## src/sv/splb_pkg.sv

```systemverilog
package splb_pkg;

	localparam logic [2:0] DISPOSE_RESTORE = 3'd2;

	typedef enum logic [1:0] {
		REQ_LINE    = 2'd0,
		REQ_PALETTE = 2'd1,
		REQ_PIXEL   = 2'd2,
		REQ_NONE    = 2'd3
	} req_t;

	typedef enum logic [1:0] {
		CFG_SCALE    = 2'd0,
		CFG_ORIGIN_X = 2'd1,
		CFG_ORIGIN_Y = 2'd2
	} cfg_idx_t;

	typedef logic signed [25:0] pos_t;

	typedef struct packed {
		logic [16:0] scale;
		logic [20:0] origin_x;
		logic [20:0] origin_y;
	} cfg_t;

	typedef struct packed {
		req_t        kind;
		logic        first_line;
		logic [2:0]  disposal;
		logic [11:0] left;
		logic [12:0] width;
		logic        transp_en;
		logic [7:0]  transp_idx;
		logic [7:0]  pix;
		logic [28:0] prod_r0;
		logic [29:0] prod_r1;
		logic [28:0] prod_c0;
		logic [30:0] prod_c1;
	} item_t;

	typedef struct packed {
		logic        ok;
		logic [12:0] lo;
		logic [12:0] hi;
	} span_t;

	typedef struct packed {
		logic        clear;
		logic [8:0]  col_start;
		logic [8:0]  col_end;
		logic [8:0]  row_start;
		logic [8:0]  row_end;
		logic [15:0] color;
	} res_t;

	// unsigned magnitude plus signed origin
	function automatic pos_t offset(logic [23:0] mag, logic [20:0] org);
		pos_t m;
		pos_t o;
		m = pos_t'({2'b00, mag});
		o = pos_t'($signed(org));
		return m + o;
	endfunction

	// clip [lo, hi) to [0, limit)
	function automatic span_t make_span(pos_t lo, pos_t hi, logic [12:0] limit);
		pos_t  lo_c;
		pos_t  hi_c;
		pos_t  lim;
		span_t s;
		lim  = pos_t'({13'd0, limit});
		lo_c = (lo < 0) ? '0 : lo;
		hi_c = (hi > lim) ? lim : hi;
		s.ok = (hi_c > lo_c);
		s.lo = lo_c[12:0];
		s.hi = hi_c[12:0];
		return s;
	endfunction

endpackage

```

## src/sv/splb_cfg.sv

```systemverilog
module splb_cfg (
	input  logic               clk,
	input  logic               arst_n,
	input  logic               cfg_valid,
	output logic               cfg_ready,
	input  logic [1:0]         cfg_index,
	input  logic [20:0]        cfg_data,
	output splb_pkg::cfg_t     cfg
);
	import splb_pkg::*;

	cfg_t cfg_q;

	assign cfg_ready = 1'b1;
	assign cfg       = cfg_q;

	always_ff @(posedge clk or negedge arst_n) begin
		if (!arst_n) begin
			cfg_q.scale    <= 17'd256;
			cfg_q.origin_x <= '0;
			cfg_q.origin_y <= '0;
		end else if (cfg_valid) begin
			unique case (cfg_idx_t'(cfg_index))
				CFG_SCALE: begin
					cfg_q.scale <= cfg_data[16:0];
				end
				CFG_ORIGIN_X: begin
					cfg_q.origin_x <= cfg_data;
				end
				CFG_ORIGIN_Y: begin
					cfg_q.origin_y <= cfg_data;
				end
				default: begin
				end
			endcase
		end
	end

endmodule

```

## config.mk

```make
export PLATFORM = sky130hd
export DESIGN_NAME = splb_cfg
export DESIGN_NICKNAME = d
export VERILOG_FILES = /design/src/sv/splb_pkg.sv /design/src/sv/splb_cfg.sv
export SDC_FILE = /design/constraint.sdc
export NUM_CORES = 1
export LEC_CHECK = 0
export BUFFER_PORTS_ARGS = -buffer_cell sky130_fd_sc_hd__buf_2
export CORE_UTILIZATION = 51
export CTS_CLUSTER_DIAMETER = 100
export DETAILED_ROUTE_END_ITERATION = 16
export PLACE_DENSITY_LB_ADDON = 0.3
export SYNTH_ARGS = -nofsm -noshare
export SYNTH_HDL_FRONTEND = slang
export SYNTH_SLANG_ARGS = --single-unit
```

## constraint.sdc

```tcl
create_clock -name clk -period 2.24 [get_ports clk]
set_clock_uncertainty 0.1 [all_clocks]
set_input_delay 0.56 -clock clk [delete_from_list [all_inputs] [get_ports clk]]
set_output_delay 0.56 -clock clk [all_outputs]
set_load 0.05 [all_outputs]
```

### After elaboration in Yosys (flattened, before gate mapping)

Index checks and enable logic that the tools add are counted.

| word-level totals | value |
|---|---|
| memory bits (read-only) | 0 |
| input port bits | 26 |
| word-level logic and storage cells | 9 |
| flip-flop bits (word level) | 59 |
| memories kept | 0 |
| latch bits | 0 |
| memory bits (writable) | 0 |
| output and inout bits | 60 |

| operators by class | value |
|---|---|
| equal/unequal tests | 2 |
| bitwise operators | 0 |
| mux-type cells | 0 |
| shifts and indexed selects | 0 |
| divide/modulo/power cells | 0 |
| multiply operators | 0 |
| magnitude comparators | 0 |
| add/subtract/negate cells | 0 |
| reduce and logical (&&, ||, !) cells | 4 |

Operators by type and width:

| operator | number |
|---|---|
| 2-bit AND reduction | 3 |
| 2-bit by 1-bit == test with 1-bit output, second input constant | 1 |
| 2-bit == test, second input constant | 1 |
| 2-bit zero test | 1 |

### Longest topological paths before layout

| depth | value |
|---|---|
| word-level depth | 2 |
| mapped depth | 3 |
| depth with buffers taken out | 2 |

### Worst setup path after synthesis

No wires, ideal clock.

| timing | value |
|---|---|
| path type | input-to-reg |
| start point | input port cfg_index[1] |
| end point | register cfg_q, in the netlist cfg[42] |
| stages | 3 |
| required time | 2.015 ns |
| path buffers | 1 |
| arrival time | 1.417 ns |
| setup time | 0.125 ns |
| setup slack | 0.598 ns |
| path through | nor3b_4 -> buf_8 -> mux2_2 |

| on the way | value |
|---|---|
| word-level cells in the longest chain between the ends | 2 |

RTL lines:

| what | line | source |
|---|---|---|
| from (decl) | splb_cfg.sv:6 | `input logic [1:0] cfg_index,` |
| 2-bit zero test | splb_cfg.sv:23 | `unique case (cfg_idx_t'(cfg_index))` |
| 2-bit AND reduction (no source line) | -- |  |
| to (decl) | splb_cfg.sv:12 | `cfg_t cfg_q;` |

No other way between the ends.
A chain may end at the register's enable or synchronous reset.

### Worst setup path in the final report

| timing | value |
|---|---|
| start point | register cfg_q, in the netlist cfg[50] |
| end point | output port cfg[50] in the netlist's numbering |

RTL lines:

| what | line | source |
|---|---|---|
| to (decl) | splb_cfg.sv:8 | `output splb_pkg::cfg_t cfg` |

No word-level cell between the ends.

==> results_dict.tcl <==
set metrics [dict create \
    status "complete, no violations" \
    drt-total-wl_mm 4.37 \
    postLayoutCellArea_um2 2910 \
    num_io_pins 86 \
    timing.critical_path.from_type "flip-flop" \
    hold_buffers 0 \
    dpl_cell_area_um2 2710 \
    drive_above_1_share_pct 72.9 \
    initial_utilization_pct 54.4 \
    critical_path.n_buffers_inverters 1 \
    drt_first_pass_iters 3 \
    clk_latency_ns 0.32 \
    first_global_vias 1419 \
    drt_drc_violations_left 0 \
    dp_cells 261 \
    multiInputGateArea_um2 702 \
    ctsRootBufferMaster "clkbuf_8" \
    synth.distinct_cells 9 \
    grt_antenna_before_repair 0 \
    leakage_nw 1.42 \
    power.ir.vdd_worst_uv 719 \
    area.sequential_um2 1480 \
    nFillCells 303 \
    grt_pass1_wl_mm 6.63 \
    syn-num-nets 154 \
    timing.final.max_slew_violations 0 \
    post-place-ws_ns 0.498 \
    pin_count_of_the_biggest_net_entering_global_routing 29 \
    h-tree-depth 3 \
    unrepaired_setup_endpoints_after_global_routing "false" \
    total_cts_buffers 9 \
    crit_type "flip-flop to output port" \
    drt.antenna.violating_nets 0 \
    ys_seq_elements 59 \
    crit_path_end_kind "output port" \
    kind_of_path_behind_the_tightest_hold_check "primary input to async pin" \
    num-nets-final 248 \
    core_area_um2 4090 \
    netlist_area_um2 2220 \
    required_ns 1.58 \
    finalHoldViolations 0 \
    post_cts.resized_instances 0 \
    vias 1411 \
    cpLargestDelayFamily "flip-flops" \
    placement_rows 23 \
    critical_path_peak_fanout 2 \
    layout_worst_path_cycle_share_pct 79.3 \
    power_density_nw_per_um2 1230 \
    tritoncts "yes" \
    dp_hpwl_mm 3.17 \
    crit_path_max_incr_delay_ns 0.53 \
    die_area_um2 4630 \
    crit_path_top_delay_cell "dfstp_2" \
    clk_path_buf_depth 2 \
    post-cts-setup-buffer-count 0 \
    syn-instance-count 128 \
    post_drt_via_cell_ratio 5.13 \
    final_cell_mix "buf_2 (84), mux2_2 (59), dfrtp_1 (58)" \
    grt_overflow_total 0 \
    timing.setup.tns_ns 0 \
    port_buffers 84 \
    worst_setup_hold_path_clk_slew_ns 0.06 \
    synth.avg_cell_area_um2 17.4 \
    largest_reg_flops 59 \
    seq_area_frac_synth_pct 66.5 \
    antenna_cells 0 \
    die-height_um 68.0 \
    initialDrtViolationCount 70 \
    syn_to_final_growth_pct 31.1 \
    floorplan.die.width_um 68.0 \
    final_critical_path_setup_slack_ns 0.464 \
    mostFrequentLayoutCell "buf_2" \
    finalWorstPathRequiredPeriod_ns 1.78 \
    weighted_congestion_at_the_end_of_routability_driven_global_placement 0.679 \
    cts_sinks 59 \
    maxCapViolCount 0 \
    wire_per_inst_um 15.9 \
    synth.yosys.warnings 0 \
    hold_ws_ns 0.0606 \
    crit_arrival_ns 1.12 \
    worstPathCellList "buf_2" \
    max_freq_mhz 563 \
    grt.total_usage_pct 21.2 \
    finalSetupViolations 0 \
    layout.cells.non_filler 275 \
]
==> final timing paths <==
path | from | to | slack, ns | cells after the start
setup / recovery | cfg[50] | cfg[50] | 0.46 | 1
hold / removal | arst_n | cfg[2] | 0.06 | 1
setup reg to reg | cfg[54] | cfg[54] | 1.36 | 1
hold reg to reg | cfg[29] | cfg[29] | 0.40 | 1
max in group asynchronous | arst_n | cfg[50] | 1.36 | 2
min in group clk | cfg_data[18] | cfg[39] | 0.38 | 2
==> report_power, final <==
| part | internal, mW | leakage [nW] | total, mW | switching (mW) |
|---|---|---|---|---|
| logic | 0.318 | 0.622 | 1.24 | 0.921 |
| registers | 1.27 | 0.697 | 1.37 | 0.0979 |
| clock network | 0.590 | 0.104 | 0.963 | 0.373 |
| total | 2.18 | 1.42 | 3.57 | 1.39 |
==> logic make-up after synthesis <==
logic type,after synthesis,share of synthesized area (%)
buffers and inverters,6,1.91
other,1,0.169
DFF,59,66.5
and+or+nand+nor,3,1.52
muxes,59,29.9
==> cells in the mapped netlist, drive strengths merged <==
library cell	count	area, µm²
mux2	59	664
dfrtp	58	1450
buf	6	42.5
nand3b	2	15.0
conb	1	3.75
dfstp	1	26.3
nor3b	1	18.8
==> per-layer routing <==
layer | up-vias | share of wire, % | global-route usage, %
li1 | 638 | - | -
met4 | 0 | 2.5 | 14.8
met3 | 11 | 5.9 | 5.17
met5 | - | 0 | 0
met1 | 705 | 41 | 24.1
met2 | 57 | 50 | 34.9
==> cell type report <==
class,count,area share (%)
Clock buffer,12,5.67
Clock inverter,2,1.20
Multi-Input combinational cell,63,24.1
Sequential cell,59,50.7
Tap cell,50,2.15
Timing Repair Buffer,89,16.2
==> stage by stage <==
| step | utilization (%) | total power [mW] |
|---|---|---|
| 6_report | 71.3 | 3.57 |
| 5_1_grt | 71.3 | 3.72 |
| 4_1_cts | 71.3 | 3.61 |
| 3_5_place_dp | 66.4 | 2.64 |
| 3_3_place_gp | 66.4 | 2.60 |
| 2_1_floorplan | - | 2.31 |
Note: power is estimated with default switching activity, not from simulation.
