File: src/sv/splb_pkg.sv
package splb_pkg;

	localparam logic [2:0] DISPOSE_RESTORE = 3'd2;

	typedef enum logic [1:0] {
		REQ_LINE    = 2'd0,
		REQ_PALETTE = 2'd1,
		REQ_PIXEL   = 2'd2,
		REQ_NONE    = 2'd3
	} req_t;

	typedef enum logic [1:0] {
		CFG_SCALE    = 2'd0,
		CFG_ORIGIN_X = 2'd1,
		CFG_ORIGIN_Y = 2'd2
	} cfg_idx_t;

	typedef logic signed [25:0] pos_t;

	typedef struct packed {
		logic [16:0] scale;
		logic [20:0] origin_x;
		logic [20:0] origin_y;
	} cfg_t;

	typedef struct packed {
		req_t        kind;
		logic        first_line;
		logic [2:0]  disposal;
		logic [11:0] left;
		logic [12:0] width;
		logic        transp_en;
		logic [7:0]  transp_idx;
		logic [7:0]  pix;
		logic [28:0] prod_r0;
		logic [29:0] prod_r1;
		logic [28:0] prod_c0;
		logic [30:0] prod_c1;
	} item_t;

	typedef struct packed {
		logic        ok;
		logic [12:0] lo;
		logic [12:0] hi;
	} span_t;

	typedef struct packed {
		logic        clear;
		logic [8:0]  col_start;
		logic [8:0]  col_end;
		logic [8:0]  row_start;
		logic [8:0]  row_end;
		logic [15:0] color;
	} res_t;

	// unsigned magnitude plus signed origin
	function automatic pos_t offset(logic [23:0] mag, logic [20:0] org);
		pos_t m;
		pos_t o;
		m = pos_t'({2'b00, mag});
		o = pos_t'($signed(org));
		return m + o;
	endfunction

	// clip [lo, hi) to [0, limit)
	function automatic span_t make_span(pos_t lo, pos_t hi, logic [12:0] limit);
		pos_t  lo_c;
		pos_t  hi_c;
		pos_t  lim;
		span_t s;
		lim  = pos_t'({13'd0, limit});
		lo_c = (lo < 0) ? '0 : lo;
		hi_c = (hi > lim) ? lim : hi;
		s.ok = (hi_c > lo_c);
		s.lo = lo_c[12:0];
		s.hi = hi_c[12:0];
		return s;
	endfunction

endpackage

File: src/sv/splb_draw.sv
module splb_draw #(
	parameter int PANEL_WIDTH  = 466,
	parameter int PANEL_HEIGHT = 466,
	parameter int SOURCE_MAX   = 4096
) (
	input  logic                clk,
	input  logic                arst_n,
	input  logic                take,
	input  splb_pkg::item_t     item,
	input  logic [15:0]         color,
	input  splb_pkg::cfg_t      cfg,
	input  logic                out_ready,
	output logic                out_valid,
	output splb_pkg::res_t      res
);
	import splb_pkg::*;

	localparam int          SrcCap      = (SOURCE_MAX < 8191) ? SOURCE_MAX : 8191;
	localparam logic [12:0] LimW        = 13'(PANEL_WIDTH);
	localparam logic [12:0] LimH        = 13'(PANEL_HEIGHT);
	localparam bit          NarrowPanel = (PANEL_WIDTH <= 511) && (PANEL_HEIGHT <= 511);

	logic [2:0]  last_disp_q;
	logic [12:0] cnt_q;
	logic [12:0] width_q;
	logic        transp_en_q;
	logic [7:0]  transp_idx_q;
	logic [11:0] left_q;
	span_t       rows_q;
	span_t       cols_q;
	logic        out_valid_q;
	res_t        res_q;

	span_t       rows_new;
	span_t       cols_new;
	logic        clear_hit;
	logic        in_line;
	logic        is_transp;
	logic [13:0] cx;
	logic [30:0] cx_prod;
	pos_t        a_raw;
	pos_t        b_raw;
	pos_t        a_sel;
	pos_t        b_sel;
	pos_t        a_c;
	pos_t        b_c;
	pos_t        x0;
	pos_t        x1;
	logic        pix_emit;
	logic        emit;
	res_t        res_next;

	always_comb begin
		rows_new = make_span(offset(24'(item.prod_r0[28:8]), cfg.origin_y),
			offset(24'(item.prod_r1[29:8]), cfg.origin_y), LimH);
		cols_new = make_span(offset(24'(item.prod_c0[28:8]), cfg.origin_x),
			offset(24'(item.prod_c1[30:8]), cfg.origin_x), LimW);
	end

	assign clear_hit = item.first_line && (last_disp_q == DISPOSE_RESTORE);
	assign in_line   = (cnt_q < width_q);
	assign is_transp = transp_en_q && (item.pix == transp_idx_q);

	// rounded-up column bounds of the current source column
	always_comb begin
		cx      = 14'(left_q) + 14'(cnt_q);
		cx_prod = 31'(cx) * 31'(cfg.scale);
		a_raw   = offset(24'((32'(cx_prod) + 32'd255) >> 8), cfg.origin_x);
		b_raw   = offset(24'((32'(cx_prod) + 32'(cfg.scale) + 32'd255) >> 8), cfg.origin_x);
		x0      = pos_t'({13'd0, cols_q.lo});
		x1      = pos_t'({13'd0, cols_q.hi});
		a_sel   = (!transp_en_q && cnt_q == '0) ? x0 : a_raw;
		b_sel   = (!transp_en_q && (14'(cnt_q) + 14'd1 == 14'(width_q))) ? x1 : b_raw;
		a_c     = (a_sel < x0) ? x0 : a_sel;
		b_c     = (b_sel > x1) ? x1 : b_sel;
	end

	assign pix_emit = rows_q.ok && cols_q.ok && in_line && !is_transp && (b_c > a_c);

	always_comb begin
		emit     = 1'b0;
		res_next = '0;
		unique case (item.kind)
			REQ_LINE: begin
				emit           = clear_hit;
				res_next.clear = 1'b1;
			end
			REQ_PIXEL: begin
				emit               = pix_emit;
				res_next.col_start = a_c[8:0];
				res_next.col_end   = b_c[8:0];
				res_next.row_start = rows_q.lo[8:0];
				res_next.row_end   = rows_q.hi[8:0];
				res_next.color     = color;
			end
			default: begin
			end
		endcase
	end

	always_ff @(posedge clk or negedge arst_n) begin
		if (!arst_n) begin
			last_disp_q  <= '0;
			cnt_q        <= '0;
			width_q      <= '0;
			transp_en_q  <= 1'b0;
			transp_idx_q <= '0;
			left_q       <= '0;
			rows_q       <= '0;
			cols_q       <= '0;
		end else if (take) begin
			unique case (item.kind)
				REQ_LINE: begin
					if (item.first_line) begin
						last_disp_q <= item.disposal;
					end
					cnt_q        <= '0;
					width_q      <= item.width;
					transp_en_q  <= item.transp_en;
					transp_idx_q <= item.transp_idx;
					left_q       <= item.left;
					rows_q       <= rows_new;
					cols_q       <= cols_new;
				end
				REQ_PIXEL: begin
					if (cnt_q != 13'(SrcCap)) begin
						cnt_q <= cnt_q + 13'd1;
					end
				end
				default: begin
				end
			endcase
		end
	end

	always_ff @(posedge clk or negedge arst_n) begin
		if (!arst_n) begin
			out_valid_q <= 1'b0;
		end else if (take) begin
			out_valid_q <= emit;
		end else if (out_ready) begin
			out_valid_q <= 1'b0;
		end
	end

	always_ff @(posedge clk) begin
		if (take && emit) begin
			res_q <= res_next;
		end
	end

	assign out_valid = out_valid_q;
	assign res       = res_q;

`ifndef SYNTHESIS
	a_line_resets_count: assert property (@(posedge clk) disable iff (!arst_n)
		take && item.kind == REQ_LINE |=> cnt_q == '0)
		else $error("pixel count not cleared by line start");

	a_clear_is_blank: assert property (@(posedge clk) disable iff (!arst_n)
		out_valid_q && res_q.clear |-> res_q.col_start == '0 && res_q.col_end == '0
			&& res_q.row_start == '0 && res_q.row_end == '0 && res_q.color == '0)
		else $error("clear result carries a rectangle");

	a_fill_nonempty: assert property (@(posedge clk) disable iff (!arst_n)
		NarrowPanel && out_valid_q && !res_q.clear |->
			res_q.col_start < res_q.col_end && res_q.row_start < res_q.row_end)
		else $error("empty fill rectangle emitted");

	a_fill_in_panel: assert property (@(posedge clk) disable iff (!arst_n)
		NarrowPanel && out_valid_q && !res_q.clear |->
			32'(res_q.col_end) <= PANEL_WIDTH && 32'(res_q.row_end) <= PANEL_HEIGHT)
		else $error("fill beyond panel edge");

	a_excess_pixel_silent: assert property (@(posedge clk) disable iff (!arst_n)
		take && item.kind == REQ_PIXEL && !in_line |=> !out_valid_q)
		else $error("pixel past line width produced a fill");
`endif

endmodule

File: config.mk
export PLATFORM = sky130hd
export DESIGN_NAME = splb_draw
export DESIGN_NICKNAME = d
export VERILOG_FILES = /design/src/sv/splb_pkg.sv /design/src/sv/splb_draw.sv
export SDC_FILE = /design/constraint.sdc
export NUM_CORES = 1
export LEC_CHECK = 0
export BUFFER_PORTS_ARGS = -buffer_cell sky130_fd_sc_hd__buf_2
export CORE_ASPECT_RATIO = 1.2
export CORE_MARGIN = 5
export CORE_UTILIZATION = 66
export DETAILED_ROUTE_END_ITERATION = 16
export PLACE_DENSITY = 0.93
export SLEW_MARGIN = 15
export SYNTH_ARGS = -nofsm -noshare
export SYNTH_HDL_FRONTEND = slang
export SYNTH_SLANG_ARGS = --single-unit
File: constraint.sdc
create_clock -name clk -period 33.1 [get_ports clk]
set_clock_uncertainty 0.1 [all_clocks]
set_input_delay 6.62 -clock clk [delete_from_list [all_inputs] [get_ports clk]]
set_output_delay 6.62 -clock clk [all_outputs]
set_load 0.05 [all_outputs]
After elaboration in Yosys (flattened, before gate mapping)
Index checks and enable logic that the tools add are counted. W data, S select, Z words.

Register bits after elaboration: 150. Input bits: 246.

$lt $le $gt $ge: 10. Add/subtract/negate cells: 12. Equality and inequality tests: 6. Reduce and logical (&&, ||, !) cells: 18. $mul: 1. Muxes and demuxes: 14.

Operator list (count): $mux W26 (8); $gt A26 B26 Y1 (3); $add A25 B21 Y26 (2); $add A22 B21 Y23 (2); $lt A23 B1 Y1 const B (2); $add A31 B17 Y32 (1); $add A31 B8 Y32 const B (1); $add A32 B8 Y32 const B (1); $mul A14 B17 Y31 (1); $gt A26 B14 Y1 (1); $lt A26 B14 Y1 (1); $pmux W13 S2 (1); $add A24 B21 Y25 (1); $gt A25 B10 Y1 const B (1); $add A23 B21 Y24 (1); $gt A24 B10 Y1 const B (1); $add A12 B13 Y14 (1); $add A13 B1 Y14 const B (1); $eq A14 B13 Y1 (1); $add A13 B1 Y13 const B (1); $logic_not A13 Y1 (1); $lt A13 B13 Y1 (1); $mux W13 (1); $ne A13 B13 Y1 const B (1); 12 further kinds (25).

Logic depth before layout (Yosys ltp)
Depth in word-level cells: 12. Gate-level depth with buffers: 72.

Least setup slack after synthesis
No wires, ideal clock.

Path type: input to register. From: input cfg[48] in the netlist's numbering. To: register res_q (netlist bit res[0]), enable pin. Arrival: 19.779 ns. Cell stages on the path: 54. Path buffers: 2. Setup slack: 12.604 ns. Cell sequence: clkbuf_1 -> and2_1 -> fa_1 -> inv_1 -> fa_1 -> fa_1 -> fa_1 -> inv_1 -> fa_1 -> fa_1 -> ha_1 -> nor4_1 -> inv_1 -> o21a_1 -> o31a_1 -> a21o_1 -> a21oi_1 -> xnor2_1 -> [... 18 more ...] -> or4_4 -> o21ai_2 -> buf_2 -> mux2_2 -> ha_1 -> a21o_1 -> a21o_1 -> a21o_1 -> a21o_1 -> a21o_1 -> a21o_1 -> a21oi_1 -> o31ai_1 -> a21oi_1 -> nand2_1 -> mux2i_1 -> a211o_1 -> nand2_1.

Word-level cells in the longest chain between the ends: 11. Elaborated cells on any way between the ends: 16. Those cells by class: add/sub (5); mul (1); order compare (3); mux (5); reduce/logical (2).

Ends and longest elaborated chain: from (decl) (RTL line splb_draw.sv:11) `input splb_pkg::cfg_t cfg,`; $mul A14 B17 Y31 (RTL line splb_draw.sv:67) `cx_prod = 31'(cx) * 31'(cfg.scale);`; $add A31 B17 Y32 (RTL line splb_draw.sv:69) `b_raw = offset(24'((32'(cx_prod) + 32'(cfg.scale) + 32'd255) >> 8), cfg.origin_x);`; $add A32 B8 Y32 (RTL line splb_draw.sv:69); $add A25 B21 Y26 (RTL line splb_pkg.sv:62) `return m + o;`; $mux W26 (RTL line splb_draw.sv:73) `b_sel = (!transp_en_q && (14'(cnt_q) + 14'd1 == 14'(width_q))) ? x1 : b_raw;`; $gt A26 B14 Y1 (RTL line splb_draw.sv:75) `b_c = (b_sel > x1) ? x1 : b_sel;`; $mux W26 (RTL line splb_draw.sv:75); $gt A26 B26 Y1 * (RTL line splb_draw.sv:78) `assign pix_emit = rows_q.ok && cols_q.ok && in_line && !is_transp && (b_c > a_c);`; $logic_and A1 B1 Y1 * (RTL line splb_draw.sv:78); $pmux W1 S2 * (RTL line splb_draw.sv:83) `unique case (item.kind)`; $logic_and A1 B1 Y1 * (RTL line splb_draw.sv:147) `if (take && emit) begin`; to (signal assigned) (RTL line splb_draw.sv:148) `res_q <= res_next;`; to (decl) (RTL line splb_draw.sv:32) `res_t res_q;`.

Mark *: on every way between the ends. The rest lies on a longest branch, timed or not. A chain may end at the register's enable or synchronous reset.

Worst setup path in the final report
From: input cfg[50] in the netlist's numbering. To: register res_q (netlist bit res[49]), enable pin.

Word-level cells in the longest chain between the ends: 11. Elaborated cells on any way between the ends: 16. Those cells by class: add/sub (5); mul (1); order compare (3); mux (5); reduce/logical (2).

Ends and longest elaborated chain: $mul A14 B17 Y31 (RTL line splb_draw.sv:67); $add A31 B17 Y32 * (RTL line splb_draw.sv:69); $add A32 B8 Y32 * (RTL line splb_draw.sv:69); $add A25 B21 Y26 * (RTL line splb_pkg.sv:62); $mux W26 * (RTL line splb_draw.sv:73); $gt A26 B14 Y1 (RTL line splb_draw.sv:75); $mux W26 * (RTL line splb_draw.sv:75); net b_c[8] (RTL line splb_draw.sv:46) `pos_t b_c;`; $gt A26 B26 Y1 * (RTL line splb_draw.sv:78); $logic_and A1 B1 Y1 * (RTL line splb_draw.sv:78); $pmux W1 S2 * (RTL line splb_draw.sv:83); $logic_and A1 B1 Y1 * (RTL line splb_draw.sv:147).

Mark *: on every way through the listed nets, which the timed path passes. The rest lies on a longest branch.

==> impl_metrics.toml <==
[run_status]
outcome = "finished clean"

[cts]
ctsRootBufferMaster = "clkbuf_16"
cts.sink_count = 150
cts_resized = 0
cts_tree = "done"
post_cts_buffers = 0
cts_buffers = 17
clk_latency_ps = 440
htree_levels = 4
postCtsHoldBufs = 0
clk_path_buf_depth = 2
clkTransAtPathRegs_ps = 70

[floorplan]
io-pin-count = 300
num_rows = 79
initial_core_util_pct = 66.6
die_area_um2 = 43200
die-width_um = 190
coreArea_um2 = 38700
dieHeight_um = 227

[finish]
fin_util_pct = 72.8
nNetsFinal = 4148
syn2layout_area_growth_pct = 9.42
nFillCells = 2816
layout-drive-gt1-share_pct = 11.2

[critical_path]
arrival_ps = 21940
r2r_setup_slack_ps = 13790
reg2reg_depth = 64
slowest_delay_ps = 710
start_kind = "input pin"
crit_type = "input pin to flip-flop"
path_max_fanout = 40
cp_slowest_cell = "o21ai_2"
crit_path_end_kind = "flip-flop"
r2r-end = "res[49]"
crit_cells = 51
r2r-start = "cnt_q[0]"
cp.required_ps = 33060
path_delay_family = "adder cells"
cp.buffers_inverters = 5
crit_top_cell = "fa_1"

[sta]
final-setup-viol-count = 0
fin_crit_ps = 21980
fin_setup_tns_ps = 0
tightest_slew_ps = 1170
drv_slew = 0
relSlewSlack_pct = 21.5
fin_crit_sh_pct = 66.4
whs_ps = 376
setup_slack_ps = 11120
grt_setup_unrepaired = "false"
finalHoldViolations = 0
clock.fmax_mhz = 45.5

[global_route]
overflow = 0
grt_usage_pct = 33.4
grt_pass1_vias = 24316
antenna_found_initial = 2
grt_first_pass_wirelength_um = 118000
grt_max_degree = 97

[detailed_routing]
via_per_inst = 6.13
dr.pass1.iters = 5
drc = 0
drt-total-wl_um = 72200
wire_per_inst_um = 18.7
drtAntennaViolNets = 0
num_vias = 23687
drt_iter0_drc = 1959

[place]
numPortBuffers = 267
preCtsSetupSlack_ps = 10920
gp_congestion = 0.995
dp_hpwl_um = 58000

[yosys]
synth_flop_cell = "dfrtp_1"
synth_cell_types = 83
synth_seq_cells = 150
yosysWarnings = 0
synth-async-reset-ratio_pct = 64.7
syn_area_um2 = 25800
synth_seq_area_share_pct = 15.6
synth_nets = 3935
synth_edf_count = 53
avgSynthCellArea_um2 = 8.28
synthCells = 3114

[min_path]
min_to = "rows_q[21]"
min_path_cells = 2
min_path_type = "flip-flop to flip-flop"
min_from = "rows_q[21]"

[job]
cap_violations = 0
## routing by layer
metal  part of all wire, %  wire [um]  track usage (%)  vias up
met5                0.0097          7                0        -
met4                   5.5       3950             15.9        2
met3                   6.8       4950             4.34      257
met2                    49      35700             59.4     1069
met1                    38      27600             40.1    11231
li1                      -          -                -    11128
## registers in the layout, summed over array words and instances (netlist names)
register	count
res	53
cols_q	27
rows_q	19
cnt_q	13
width_q	13
left_q	12
transp_idx_q	8
last_disp_q	3
out_valid	1
transp_en_q	1
## final cells by class
class | count | area, um^2 | area share, %
Timing Repair Buffer | 283 | 1460 | 5.17
Inverter | 309 | 1160 | 4.11
Sequential cell | 150 | 4020 | 14.2
Clock buffer | 17 | 425 | 1.51
Tap cell | 526 | 658 | 2.33
Clock inverter | 15 | 155 | 0.550
Multi-Input combinational cell | 2566 | 20300 | 72.1
Antenna cell | 1 | 2.50 | 0.00887
## cells by family (layout without fill, tap and decap cells)
| group | Yosys count | count (layout) | share of synthesized area, % |
|---|---|---|---|
| and+or+nand+nor | 1113 | 1113 | 20.9 |
| AOI/OAI and AO/OA | 642 | 642 | 16.2 |
| adders and majority gates | 575 | 575 | 33.2 |
| buffers and inverters | 398 | 624 | 5.80 |
| xor gates and xnor gates | 205 | 205 | 6.96 |
| DFF | 150 | 150 | 15.6 |
| muxes | 31 | 31 | 1.28 |
| other | 0 | 1 | 0 |
## through the flow
stage | area [um^2] | cells
6_report | 28200 | 3867
5_1_grt | 28200 | 3867
3_5_place_dp | 27600 | 3834
4_1_cts | 28200 | 3866
3_3_place_gp | 27600 | 3834
2_1_floorplan | 25800 | 3114
## synthesized netlist by cell type (10+ instances only)
cell type | n | area share [%]
a31oi_1 | 22 | 0.53
nand3_1 | 52 | 1.0
o211ai_1 | 16 | 0.47
a21boi_0 | 13 | 0.38
or2_2 | 11 | 0.27
and2_1 | 161 | 3.9
mux2_2 | 14 | 0.61
a211oi_1 | 10 | 0.29
o31ai_1 | 26 | 0.76
o21bai_1 | 27 | 0.79
nor2b_1 | 53 | 1.3
fa_1 | 184 | 14
ha_1 | 391 | 19
inv_1 | 309 | 4.5
nand2_1 | 439 | 6.4
o21ai_0 | 143 | 2.8
nand4_1 | 29 | 0.70
o21a_1 | 49 | 1.4
nor2_1 | 187 | 2.7
o22ai_1 | 19 | 0.46
mux2i_1 | 16 | 0.62
clkbuf_1 | 85 | 1.2
edfxtp_1 | 53 | 6.2
and3_1 | 22 | 0.53
dfrtp_1 | 97 | 9.4
xnor2_1 | 142 | 4.8
or3_1 | 23 | 0.56
nand2b_1 | 39 | 0.95
xor2_1 | 63 | 2.1
a21o_1 | 74 | 2.2
nor3_1 | 42 | 0.81
nor4_1 | 13 | 0.32
a21oi_1 | 154 | 3.0
## worst max path at each step
stage | end | slack, ps | startpoint
2_1_floorplan | res[0] | 12600 | cfg[48]
3_3_place_gp | res[15] | 11150 | cfg[50]
3_5_place_dp | res[33] | 10920 | cfg[50]
4_1_cts | res[33] | 11330 | cfg[50]
5_1_grt | res[33] | 10270 | cfg[50]
6_report | res[49] | 11120 | cfg[50]
## worst register-to-register path, delay by kind of cell (launching register included)
kind / cells / cell delay, ps
adder cells (fa/ha/maj): 13 / 5630
AND/OR/NAND/NOR: 18 / 4100
flip-flops: 1 / 470
multiplexers: 2 / 410
XOR/XNOR: 3 / 1410
buffers and inverters: 5 / 770
AO/OA/AOI/OAI: 23 / 6010
## layout by cell type (no fill, tap or decap), types with 23 or more instances in the layout
cell and instances:
nor2_1 185, o21a_1 49, nor2b_1 52, o21bai_1 27
buf_2 266, ha_1 391, xor2_1 63, fa_1 184
inv_1 309, nand2_1 437, a21oi_1 154, nand2b_1 39
edfxtp_1 53, nand4_1 29, o21ai_0 143, a21o_1 74
o31ai_1 26, dfrtp_1 97, and2_1 160, xnor2_1 136
nand3_1 52, nor3_1 42, or3_1 23
Power is left out: the tool's default activity adds up to more than one toggle a clock period on the data nets, which glitch-free logic cannot reach.
